## src/rtl/sha256_pkg.sv

```systemverilog
// sha-256 byte stream hasher: shared types, constants and a rotate function
// no dependencies
package sha256_pkg;

  typedef struct packed {
    logic       kind;
    logic [7:0] data_byte;
  } in_word_t;

  typedef struct packed {
    logic [31:0] digest_word;
    logic [2:0]  word_index;
    logic        last_word;
  } out_word_t;

  // controller to datapath
  typedef struct packed {
    logic       init;      // load initial hash, clear count
    logic       wr_byte;   // write byte into block, count if counting
    logic       count;     // advance bit count
    logic [7:0] wr_data;
    logic       start;     // load round vars, clear round index
    logic       round;     // one compression round
    logic       finish;    // add round vars into chaining words
    logic       rot_out;   // rotate chaining words toward output
  } sha_cmd_t;

  // datapath to controller
  typedef struct packed {
    logic [5:0] pos;
    logic [5:0] rnd;
  } sha_sts_t;

  localparam logic [255:0] INIT_H = {
    32'h6a09e667, 32'hbb67ae85, 32'h3c6ef372, 32'ha54ff53a,
    32'h510e527f, 32'h9b05688c, 32'h1f83d9ab, 32'h5be0cd19};

  localparam logic [7:0] PAD_BYTE = 8'h80;
  localparam logic [5:0] LEN_POS  = 6'd56;

  localparam logic [31:0] ROUND_K [64] = '{
    32'h428a2f98, 32'h71374491, 32'hb5c0fbcf, 32'he9b5dba5, 32'h3956c25b, 32'h59f111f1,
    32'h923f82a4, 32'hab1c5ed5, 32'hd807aa98, 32'h12835b01, 32'h243185be, 32'h550c7dc3,
    32'h72be5d74, 32'h80deb1fe, 32'h9bdc06a7, 32'hc19bf174, 32'he49b69c1, 32'hefbe4786,
    32'h0fc19dc6, 32'h240ca1cc, 32'h2de92c6f, 32'h4a7484aa, 32'h5cb0a9dc, 32'h76f988da,
    32'h983e5152, 32'ha831c66d, 32'hb00327c8, 32'hbf597fc7, 32'hc6e00bf3, 32'hd5a79147,
    32'h06ca6351, 32'h14292967, 32'h27b70a85, 32'h2e1b2138, 32'h4d2c6dfc, 32'h53380d13,
    32'h650a7354, 32'h766a0abb, 32'h81c2c92e, 32'h92722c85, 32'ha2bfe8a1, 32'ha81a664b,
    32'hc24b8b70, 32'hc76c51a3, 32'hd192e819, 32'hd6990624, 32'hf40e3585, 32'h106aa070,
    32'h19a4c116, 32'h1e376c08, 32'h2748774c, 32'h34b0bcb5, 32'h391c0cb3, 32'h4ed8aa4a,
    32'h5b9cca4f, 32'h682e6ff3, 32'h748f82ee, 32'h78a5636f, 32'h84c87814, 32'h8cc70208,
    32'h90befffa, 32'ha4506ceb, 32'hbef9a3f7, 32'hc67178f2};

  function automatic logic [31:0] rotr(input logic [31:0] x, input int n);
    rotr = (x >> n) | (x << (32 - n));
  endfunction

endpackage

```

## src/rtl/sha256_datapath.sv

```systemverilog
// sha-256 datapath: block and schedule window, bit count, chaining words, round unit
// depends on sha256_pkg
module sha256_datapath import sha256_pkg::*; (
  input  logic        clk,
  input  logic        rst,
  input  sha_cmd_t    cmd,
  output sha_sts_t    sts,
  output logic [31:0] h_out
);

  logic [63:0] bits;
  logic [31:0] hw [8];
  logic [31:0] rv [8];
  logic [31:0] win [16];
  logic [5:0]  rnd;
  logic [31:0] wt, s0, s1, t1, t2, wnew;
  logic [3:0]  ri;

  assign sts.pos = bits[8:3];
  assign sts.rnd = rnd;
  assign h_out   = hw[0];
  assign ri      = rnd[3:0];

  always_comb begin
    s0   = rotr(win[ri + 4'd1], 7) ^ rotr(win[ri + 4'd1], 18) ^ (win[ri + 4'd1] >> 3);
    s1   = rotr(win[ri + 4'd14], 17) ^ rotr(win[ri + 4'd14], 19) ^ (win[ri + 4'd14] >> 10);
    wnew = s1 + win[ri + 4'd9] + s0 + win[ri];
    wt   = (rnd < 6'd16) ? win[ri] : wnew;
    t1   = rv[7] + (rotr(rv[4], 6) ^ rotr(rv[4], 11) ^ rotr(rv[4], 25))
         + ((rv[4] & rv[5]) ^ (~rv[4] & rv[6])) + ROUND_K[rnd] + wt;
    t2   = (rotr(rv[0], 2) ^ rotr(rv[0], 13) ^ rotr(rv[0], 22))
         + ((rv[0] & rv[1]) ^ (rv[0] & rv[2]) ^ (rv[1] & rv[2]));
  end

  always_ff @(posedge clk) begin
    if (rst) begin
      bits <= '0;
      rnd  <= '0;
      for (int i = 0; i < 8; i++) hw[i] <= INIT_H[255 - 32*i -: 32];
    end else begin
      if (cmd.init) begin
        bits <= '0;
        for (int i = 0; i < 8; i++) hw[i] <= INIT_H[255 - 32*i -: 32];
      end else if (cmd.count) begin
        bits <= bits + 64'd8;
      end
      // bytes land big-endian in the window words
      if (cmd.wr_byte) begin
        unique case (bits[4:3])
          2'd0: win[bits[8:5]][31:24] <= cmd.wr_data;
          2'd1: win[bits[8:5]][23:16] <= cmd.wr_data;
          2'd2: win[bits[8:5]][15:8]  <= cmd.wr_data;
          2'd3: win[bits[8:5]][7:0]   <= cmd.wr_data;
        endcase
      end
      if (cmd.start) begin
        rnd <= '0;
        for (int i = 0; i < 8; i++) rv[i] <= hw[i];
      end else if (cmd.round) begin
        rnd <= rnd + 6'd1;
        win[ri] <= wt;
        rv[7] <= rv[6];
        rv[6] <= rv[5];
        rv[5] <= rv[4];
        rv[4] <= rv[3] + t1;
        rv[3] <= rv[2];
        rv[2] <= rv[1];
        rv[1] <= rv[0];
        rv[0] <= t1 + t2;
      end
      if (cmd.finish) begin
        for (int i = 0; i < 8; i++) hw[i] <= hw[i] + rv[i];
      end else if (cmd.rot_out) begin
        for (int i = 0; i < 7; i++) hw[i] <= hw[i+1];
        hw[7] <= hw[0];
      end
    end
  end

endmodule

```

## src/rtl/sha256_ctrl.sv

```systemverilog
// sha-256 controller: byte intake, padding sequence, rounds, digest output
// depends on sha256_pkg
module sha256_ctrl import sha256_pkg::*; (
  input  logic      clk,
  input  logic      rst,
  input  in_word_t  in_data,
  input  logic      in_valid,
  output logic      in_ready,
  output logic      out_valid,
  input  logic      out_ready,
  output logic [2:0] out_idx,
  input  sha_sts_t  sts,
  output sha_cmd_t  cmd
);

  localparam logic [2:0] S_IDLE  = 3'd0;
  localparam logic [2:0] S_START = 3'd1;
  localparam logic [2:0] S_RND   = 3'd2;
  localparam logic [2:0] S_FIN   = 3'd3;
  localparam logic [2:0] S_PAD   = 3'd4;
  localparam logic [2:0] S_LEN   = 3'd5;
  localparam logic [2:0] S_OUT   = 3'd6;

  logic [2:0]  state;
  logic        padding;   // in end-of-message sequence
  logic        len_done;  // length bytes already written
  logic [63:0] len;
  logic [2:0]  lcnt;

  assign in_ready  = (state == S_IDLE);
  assign out_valid = (state == S_OUT);

  always_comb begin
    cmd = '0;
    unique case (state)
      S_IDLE: begin
        if (in_valid && !in_data.kind) begin
          cmd.wr_byte = 1'b1;
          cmd.count   = 1'b1;
          cmd.wr_data = in_data.data_byte;
        end else if (in_valid) begin
          cmd.wr_byte = 1'b1;
          cmd.count   = 1'b1;
          cmd.wr_data = PAD_BYTE;
        end
      end
      S_START: cmd.start = 1'b1;
      S_RND:   cmd.round = 1'b1;
      S_FIN:   cmd.finish = 1'b1;
      S_PAD: begin
        cmd.wr_byte = 1'b1;
        cmd.count   = 1'b1;
        cmd.wr_data = 8'h00;
      end
      S_LEN: begin
        cmd.wr_byte = 1'b1;
        cmd.count   = 1'b1;
        cmd.wr_data = len[63 - 8*lcnt -: 8];
      end
      S_OUT: begin
        cmd.rot_out = out_ready && (out_idx != 3'd7);
        cmd.init    = out_ready && (out_idx == 3'd7);
      end
      default: ;
    endcase
  end

  always_ff @(posedge clk) begin
    if (rst) begin
      state    <= S_IDLE;
      padding  <= 1'b0;
      len_done <= 1'b0;
      out_idx  <= '0;
      lcnt     <= '0;
    end else begin
      unique case (state)
        S_IDLE: begin
          if (in_valid) begin
            if (in_data.kind) begin
              padding <= 1'b1;
            end
            if (sts.pos == 6'd63) begin
              state <= S_START;
            end else if (in_data.kind) begin
              state <= (sts.pos + 6'd1 == LEN_POS) ? S_LEN : S_PAD;
            end
          end
        end
        S_START: state <= S_RND;
        S_RND:   if (sts.rnd == 6'd63) state <= S_FIN;
        S_FIN: begin
          if (len_done) begin
            state    <= S_OUT;
            len_done <= 1'b0;
            padding  <= 1'b0;
          end else if (padding) begin
            state <= S_PAD;
          end else begin
            state <= S_IDLE;
          end
        end
        S_PAD: begin
          if (sts.pos == 6'd63) state <= S_START;
          else if (sts.pos == LEN_POS - 6'd1) state <= S_LEN;
        end
        S_LEN: begin
          lcnt <= lcnt + 3'd1;
          if (lcnt == 3'd7) begin
            len_done <= 1'b1;
            state    <= S_START;
          end
        end
        S_OUT: begin
          if (out_ready) begin
            out_idx <= out_idx + 3'd1;
            if (out_idx == 3'd7) state <= S_IDLE;
          end
        end
        default: state <= S_IDLE;
      endcase
    end
  end

  // message length kept in its own bit count, which pad and length bytes do not advance
  logic [63:0] msg_bits;
  always_ff @(posedge clk) begin
    if (rst) begin
      msg_bits <= '0;
    end else if (state == S_IDLE && in_valid) begin
      if (in_data.kind) msg_bits <= msg_bits;
      else msg_bits <= msg_bits + 64'd8;
    end else if (cmd.init) begin
      msg_bits <= '0;
    end
  end

  always_comb begin
    len = msg_bits;
  end

endmodule

```

## src/rtl/sha256_byte_stream_hasher_unit.sv

```systemverilog
// sha-256 byte stream hasher, top level
// depends on sha256_pkg, sha256_ctrl, sha256_datapath
//
// channel | dir | payload    | handshake
// in      | in  | in_word_t  | in_valid / in_ready
// out     | out | out_word_t | out_valid / out_ready
//
// message bytes are taken one per cycle while idle; a byte that fills a block starts a
// compression (load, 64 rounds of the single round unit, final add)
// end of message: pad bytes one per cycle up to position 56, then eight length bytes, one or two blocks
// compressed, then eight digest words, one per accepted output cycle
// rst is synchronous; input is held off while a block compresses, pad bytes are written or words drain
module sha256_byte_stream_hasher_unit import sha256_pkg::*; (
  input  logic      clk,
  input  logic      rst,
  input  in_word_t  in_data,
  input  logic      in_valid,
  output logic      in_ready,
  output out_word_t out_data,
  output logic      out_valid,
  input  logic      out_ready
);

  sha_cmd_t    cmd;
  sha_sts_t    sts;
  logic [31:0] h_out;
  logic [2:0]  idx;

  sha256_ctrl u_ctrl (
    .clk, .rst, .in_data, .in_valid, .in_ready, .out_valid, .out_ready,
    .out_idx(idx), .sts, .cmd);

  sha256_datapath u_dp (.clk, .rst, .cmd, .sts, .h_out);

  assign out_data.digest_word = h_out;
  assign out_data.word_index  = idx;
  assign out_data.last_word   = (idx == 3'd7);

  a_no_overlap: assert property (@(posedge clk) disable iff (rst)
    !(in_ready && out_valid)) else $error("input and output both open");

  a_idx_step: assert property (@(posedge clk) disable iff (rst)
    out_valid && out_ready && idx != 3'd7 |=> out_valid)
    else $error("digest words interrupted");

  a_last_back: assert property (@(posedge clk) disable iff (rst)
    out_valid && out_ready && idx == 3'd7 |=> in_ready)
    else $error("no return to intake after digest");

endmodule

```

## config.mk

```make
export PLATFORM = sky130hd
export DESIGN_NAME = sha256_byte_stream_hasher_unit
export DESIGN_NICKNAME = d
export VERILOG_FILES = /design/src/rtl/sha256_pkg.sv /design/src/rtl/sha256_datapath.sv /design/src/rtl/sha256_ctrl.sv /design/src/rtl/sha256_byte_stream_hasher_unit.sv
export SDC_FILE = /design/constraint.sdc
export NUM_CORES = 2
export LEC_CHECK = 0
export BUFFER_PORTS_ARGS = -buffer_cell sky130_fd_sc_hd__buf_4
export CORE_MARGIN = 10
export CORE_UTILIZATION = 30
export CTS_CLUSTER_DIAMETER = 150
export DETAILED_ROUTE_END_ITERATION = 12
export HOLD_SLACK_MARGIN = 0.06
export SYNTH_ARGS = -nofsm -noshare
export SYNTH_HDL_FRONTEND = slang
export SYNTH_SLANG_ARGS = --single-unit
```

## constraint.sdc

```tcl
create_clock -name clk -period 17.9 [get_ports clk]
set_clock_uncertainty 0.05 [all_clocks]
set_input_delay 0.895 -clock clk [delete_from_list [all_inputs] [get_ports clk]]
set_output_delay 0.895 -clock clk [all_outputs]
set_load 0.02 [all_outputs]
```

# After elaboration in Yosys (flattened, before gate mapping)
# Memory sizes are Yosys's and may differ from the RTL's. A register that Yosys moved wholly into a read port is not among the register bits.
# Cells that the tools add are included.
[classes]
n_eq_ne = 26
n_bitwise = 60
n_shift = 1
add_sub_neg = 28
n_mux = 105
n_reduce_logical = 18
n_lt_le_gt_ge = 2
[op_table]
columns = ["op", "count"]
rows = [
  ["$mux 32", 36],
  ["$add 32x32->32", 18],
  ["$xor 32x32->32", 9],
  ["$mux 64", 3],
  ["$and 32x32->32", 5],
  ["$add 64x4->64 const B", 2],
  ["$shiftx 71x33->8", 1],
  ["$mux 1", 45],
  ["$mux 3", 11],
  ["$not 32->32", 1],
  ["$or 1x1->1", 32],
  ["$or 10x32->32", 1],
  ["$or 13x32->32", 1],
  ["$or 14x32->32", 1],
  ["$or 15x32->32", 1],
  ["$or 19x32->32", 1],
  ["$or 21x32->32", 1],
  ["$or 25x32->32", 1],
  ["$or 26x32->32", 1],
  ["$or 30x32->32", 1],
  ["$or 7x32->32", 1],
  ["$reduce_or 32->1", 1],
  ["$xor 32x22->32", 1],
  ["$xor 32x29->32", 1],
  ["33 further kinds", 64],
]
[word_totals]
regBits = 145
inputBits = 13
mem_count = 4
romBits = 2048
out_inout_bits = 38
ramBits = 1024
[memory_table]
columns = ["memory", "depth", "word_bits", "rd", "rd_clocked_by_memory_dff", "wr", "line", "source"]
rows = [
  ["(no name shown)", 64, 32, 1, 0, 0, "sha256_datapath.sv:30", "+ ((rv[4] & rv[5]) ^ (~rv[4] & rv[6])) + ROUND_K[rnd] + wt;"],
  ["u_dp.win", 16, 32, 4, 1, 1, "sha256_datapath.sv:14", "logic [31:0] win [16];"],
  ["u_dp.hw", 8, 32, 8, 0, 8, "sha256_datapath.sv:12", "logic [31:0] hw [8];"],
  ["u_dp.rv", 8, 32, 8, 0, 8, "sha256_datapath.sv:13", "logic [31:0] rv [8];"],
]

# Logic depth before layout (Yosys ltp)
# An unclocked memory read counts as a cell.
[depth]
depth_word = 12
depth_mapped = 55

# Modules after synthesis
# From an unflattened synthesis, not the netlist that was laid out.
[unflattened]
hier_cells = 8388
hier_area_um2 = 86498.0
[by_module_without_submodules]
columns = ["mod", "seq_area_each_um2", "area_per_inst_um2", "cells_each", "instances"]
rows = [
  ["sha256_datapath", 31069.8, 82136.3, 7865, 1],
  ["sha256_ctrl", 1441.4, 4355.4, 522, 1],
  ["sha256_byte_stream_hasher_unit", 0.0, 6.3, 1, 1],
]

# Worst setup path after synthesis
# No wires, ideal clock.
[synth_path]
path_type = "input to register"
start = "input port rst"
end = "memory u_dp.rv[0][0], enable pin"
path_buffers = 1
path_slack_ns = -1.831
setup_ns = 1.186
arrival_time_ns = 18.495
cell_stages = 2
path_cell_list = "clkbuf_1 > nor3_1"
[synth_lines]
columns = ["item", "line", "source"]
rows = [
  ["start, declared", "sha256_byte_stream_hasher_unit.sv:15", "input logic rst,"],
  ["end, declared", "sha256_datapath.sv:13", ""],
]

==> impl_metrics.py <==
metrics = {
    "die": {
        "boundaryPins": 51,
        "core.rowCount": 191,
        "dieArea_mm2": 0.295,
        "start_util": 0.302,
        "die_x_um": 543,
        "die_y_um": 543,
        "core_area_mm2": 0.271,
    },
    "clock_tree": {
        "cts_hold_buffers": 0,
        "cts_setup_buffers": 0,
        "clk_path_buf_depth": 3,
        "cts.sinks": 1112,
        "clkLatencyLatePin_ps": 820,
        "tritoncts": "done",
        "cts_resized": 0,
        "clkTransAtPathRegs_ps": 60,
        "cts_made_buffers": 134,
        "root_buffer": "clkbuf_16",
        "cts_max_level": 4,
    },
    "global_route": {
        "grt_pass1_wl_mm": 410,
        "grt_pass1_vias": 59982,
        "grt_max_degree": 141,
        "grt_antenna_before_repair": 4,
        "grt.total_usage": 0.183,
        "grt_overflow": 0,
    },
    "critical_path": {
        "r2r_start": "u_dp.rnd[0]",
        "cp-end-kind": "flip-flop",
        "path_class": "reg -> reg",
        "start_kind": "flip-flop",
        "slowest_delay_ps": 840,
        "reg2reg_to": "u_dp.rv[0][31]",
        "required_ps": 18410,
        "cp_slowest_cell": "buf_4",
        "r2r_slack_ps": 3800,
        "path_buf_inv": 4,
        "rr_worst_depth": 42,
        "critical-path-top-delay-family": "adder cells",
        "path_common_cell": "fa_1",
        "cp_max_fo": 56,
        "critPathArrivalTime_ps": 14610,
        "crit_cells": 42,
    },
    "power": {
        "peakVddDrop_v": 0.0000825,
        "intPower_mw": 4.97,
        "leakagePower_nw": 32.3,
        "switching_share": 0.307,
        "p_per_area_mw_per_mm2": 79.4,
        "seq_power_share": 0.402,
        "power_frac_clock": 0.370,
        "p_switching_mw": 2.20,
        "power_frac_comb": 0.227,
    },
    "logic_synthesis": {
        "synthCells": 7461,
        "post-synth-top-area-cell": "edfxtp_1",
        "yosysWarnings": 0,
        "syn-num-nets": 8082,
        "syn_area_mm2": 0.0821,
        "ys_top_cells_by_area": "edfxtp_1, mux4_2, ha_1, nand2_1, fa_1",
        "avgSynthCellArea_um2": 11.0,
        "synthFlopType": "edfxtp_1",
        "synth_top_area_frac": 0.375,
        "async_flop_share": 0,
        "synth.distinct_cells": 96,
        "ys_ff_latch": 1112,
        "synth.yosys.seq_area_share": 0.396,
        "synth_edf_count": 1024,
    },
    "layout": {
        "area_growth_pct": 10.2,
        "final_common_cell": "nand2_1",
        "utilization": 0.333,
        "final_cell_mix": "nand2_1, edfxtp_1, mux4_2",
        "fin_nets": 7969,
        "seqCellArea_mm2": 0.0325,
        "multi_input_area_mm2": 0.0463,
        "nFillCells": 26958,
        "instances_no_fill": 11027,
        "drive_gt1_frac": 0.130,
    },
    "flow_run": {
        "max_cap_viol_count": 1,
    },
    "sta": {
        "rsz0062_at_grt": "no",
        "fin_tns_setup_ps": 0,
        "relSlewSlack": -0.0156,
        "layout_setup_ws_ps": 3800,
        "period_needed_ps": 14100,
        "max_freq_mhz": 70.9,
        "setup_violations": 0,
        "post-route-period-util": 0.788,
        "hold_viol_final": 0,
        "finalMaxSlewViolations": 9,
        "tightest_slew_ps": 1520,
    },
    "placement": {
        "numPortBuffers": 50,
        "gp_congestion": 0.964,
        "place_inst": 10782,
        "dpl.hpwl_mm": 203,
        "pre_cts_ws_ps": 3930,
    },
    "route": {
        "routed_wl_mm": 279,
        "drc": 0,
        "via_per_inst": 5.66,
        "drt_iter0_markers": 7131,
        "final_antenna_net_count": 0,
        "wire_per_inst_um": 25.3,
        "vias": 62436,
        "drt-pass1-iter-count": 9,
    },
    "min_path": {
        "min_path_cells": 3,
        "hold_path_end": "u_ctrl.out_idx[2]",
        "min_from": "out_ready",
        "hp-class": "in -> reg",
    },
    "outcome": {
        "outcome": "finished with violations",
        "violations": "capacitance limit, slew limit",
    },
}
==> power by group through the flow <==
| stage | Clock (mW) | Sequential, mW | Combinational [mW] |
|---|---|---|---|
| 2_1_floorplan | 0 | 2.93 | 1.21 |
| 3_3_place_gp | 0 | 2.94 | 1.58 |
| 3_5_place_dp | 0 | 2.94 | 1.60 |
| 4_1_cts | 2.69 | 2.89 | 1.61 |
| 5_1_grt | 2.80 | 2.89 | 1.80 |
| 6_report | 2.66 | 2.89 | 1.63 |
==> worst reg2reg max path, delay by kind of cell (launching register included) <==
kind / cells / cell delay, ps
fa+ha+maj: 8 / 3520
compound gates: 13 / 3380
mux: 3 / 1650
buf+inv: 4 / 1640
simple gates: 7 / 1540
xor+xnor: 7 / 1370
flops: 1 / 690
==> logic make-up after synthesis <==
logic type,count (synthesis),synth area share
XOR/XNOR,633,0.0680
AND/OR/NAND/NOR,2071,0.109
flip-flops,1112,0.396
adder cells (fa/ha/maj),625,0.113
buffers and inverters,838,0.0406
AO/OA/AOI/OAI,1569,0.119
multiplexers,613,0.155
==> flip-flops by register name, indices dropped and copies added, names as in the netlist, named ones only <==
| signal | flops |
|---|---|
| u_ctrl.len_done | 1 |
| u_ctrl.state | 3 |
| u_dp.win | 512 |
| u_dp.bits | 6 |
| u_dp.rv | 256 |
| u_dp.hw | 256 |
| u_dp.rnd | 6 |
| u_ctrl.len | 61 |
| u_ctrl.out_idx | 3 |
| u_ctrl.padding | 1 |
| u_ctrl.lcnt | 3 |
==> per-layer routing <==
metal | vias up | wire length (µm) | global-route usage
li1 | 27247 | - | -
met1 | 31249 | 113000 | 0.241
met4 | 2 | 13100 | 0.0741
met2 | 3332 | 128000 | 0.294
met5 | - | 13 | 0.000325
met3 | 606 | 24900 | 0.0372
==> worst max path at each step <==
stage	start	endpoint
final	u_dp.rnd[0]	u_dp.rv[0][31]
after global routing	u_dp.rnd[0]	u_dp.rv[0][159]
after CTS	u_dp.rnd[0]	u_dp.rv[0][31]
after detailed placement	u_dp.rnd[0]	u_dp.rv[0][31]
after global placement	u_dp.rnd[0]	u_dp.rv[0][31]
after floorplan	u_dp.rnd[1]	u_dp.rv[0][31]
==> cell type report <==
class / count / area share
diodes: 2 / 0.0000553
clock buffers: 171 / 0.0401
clock inverters: 72 / 0.00563
inverters: 408 / 0.0169
multi-input cells: 5511 / 0.512
flip-flops and latches: 1112 / 0.360
well taps: 3570 / 0.0494
repair buffers: 181 / 0.0157
==> synth_stat cells, types with 44 or more instances <==
master,count
and3_1,45
o21ai_1,59
fa_1,195
ha_1,413
nor2_1,504
nor3_1,73
a21oi_1,491
a21o_1,187
edfxtp_1,1024
inv_1,406
clkbuf_1,309
o21a_1,49
nand2_1,1058
xor2_1,264
o21bai_1,48
mux2i_1,85
a31oi_1,44
o21ai_0,355
buf_1,64
mux4_2,522
nand2b_1,52
nand3_1,110
xnor2_1,367
dfxtp_1,88
==> per-stage QoR <==
stage | area, µm² | hold slack [ps] | power, mW
after detailed placement | 86300 | 424 | 4.54
after floorplan | 82100 | 400 | 4.14
after CTS | 90400 | 296 | 7.19
final | 90400 | 345 | 7.18
after global routing | 90400 | 368 | 7.49
after global placement | 86300 | 414 | 4.52
(Power assumes the default switching activity.)
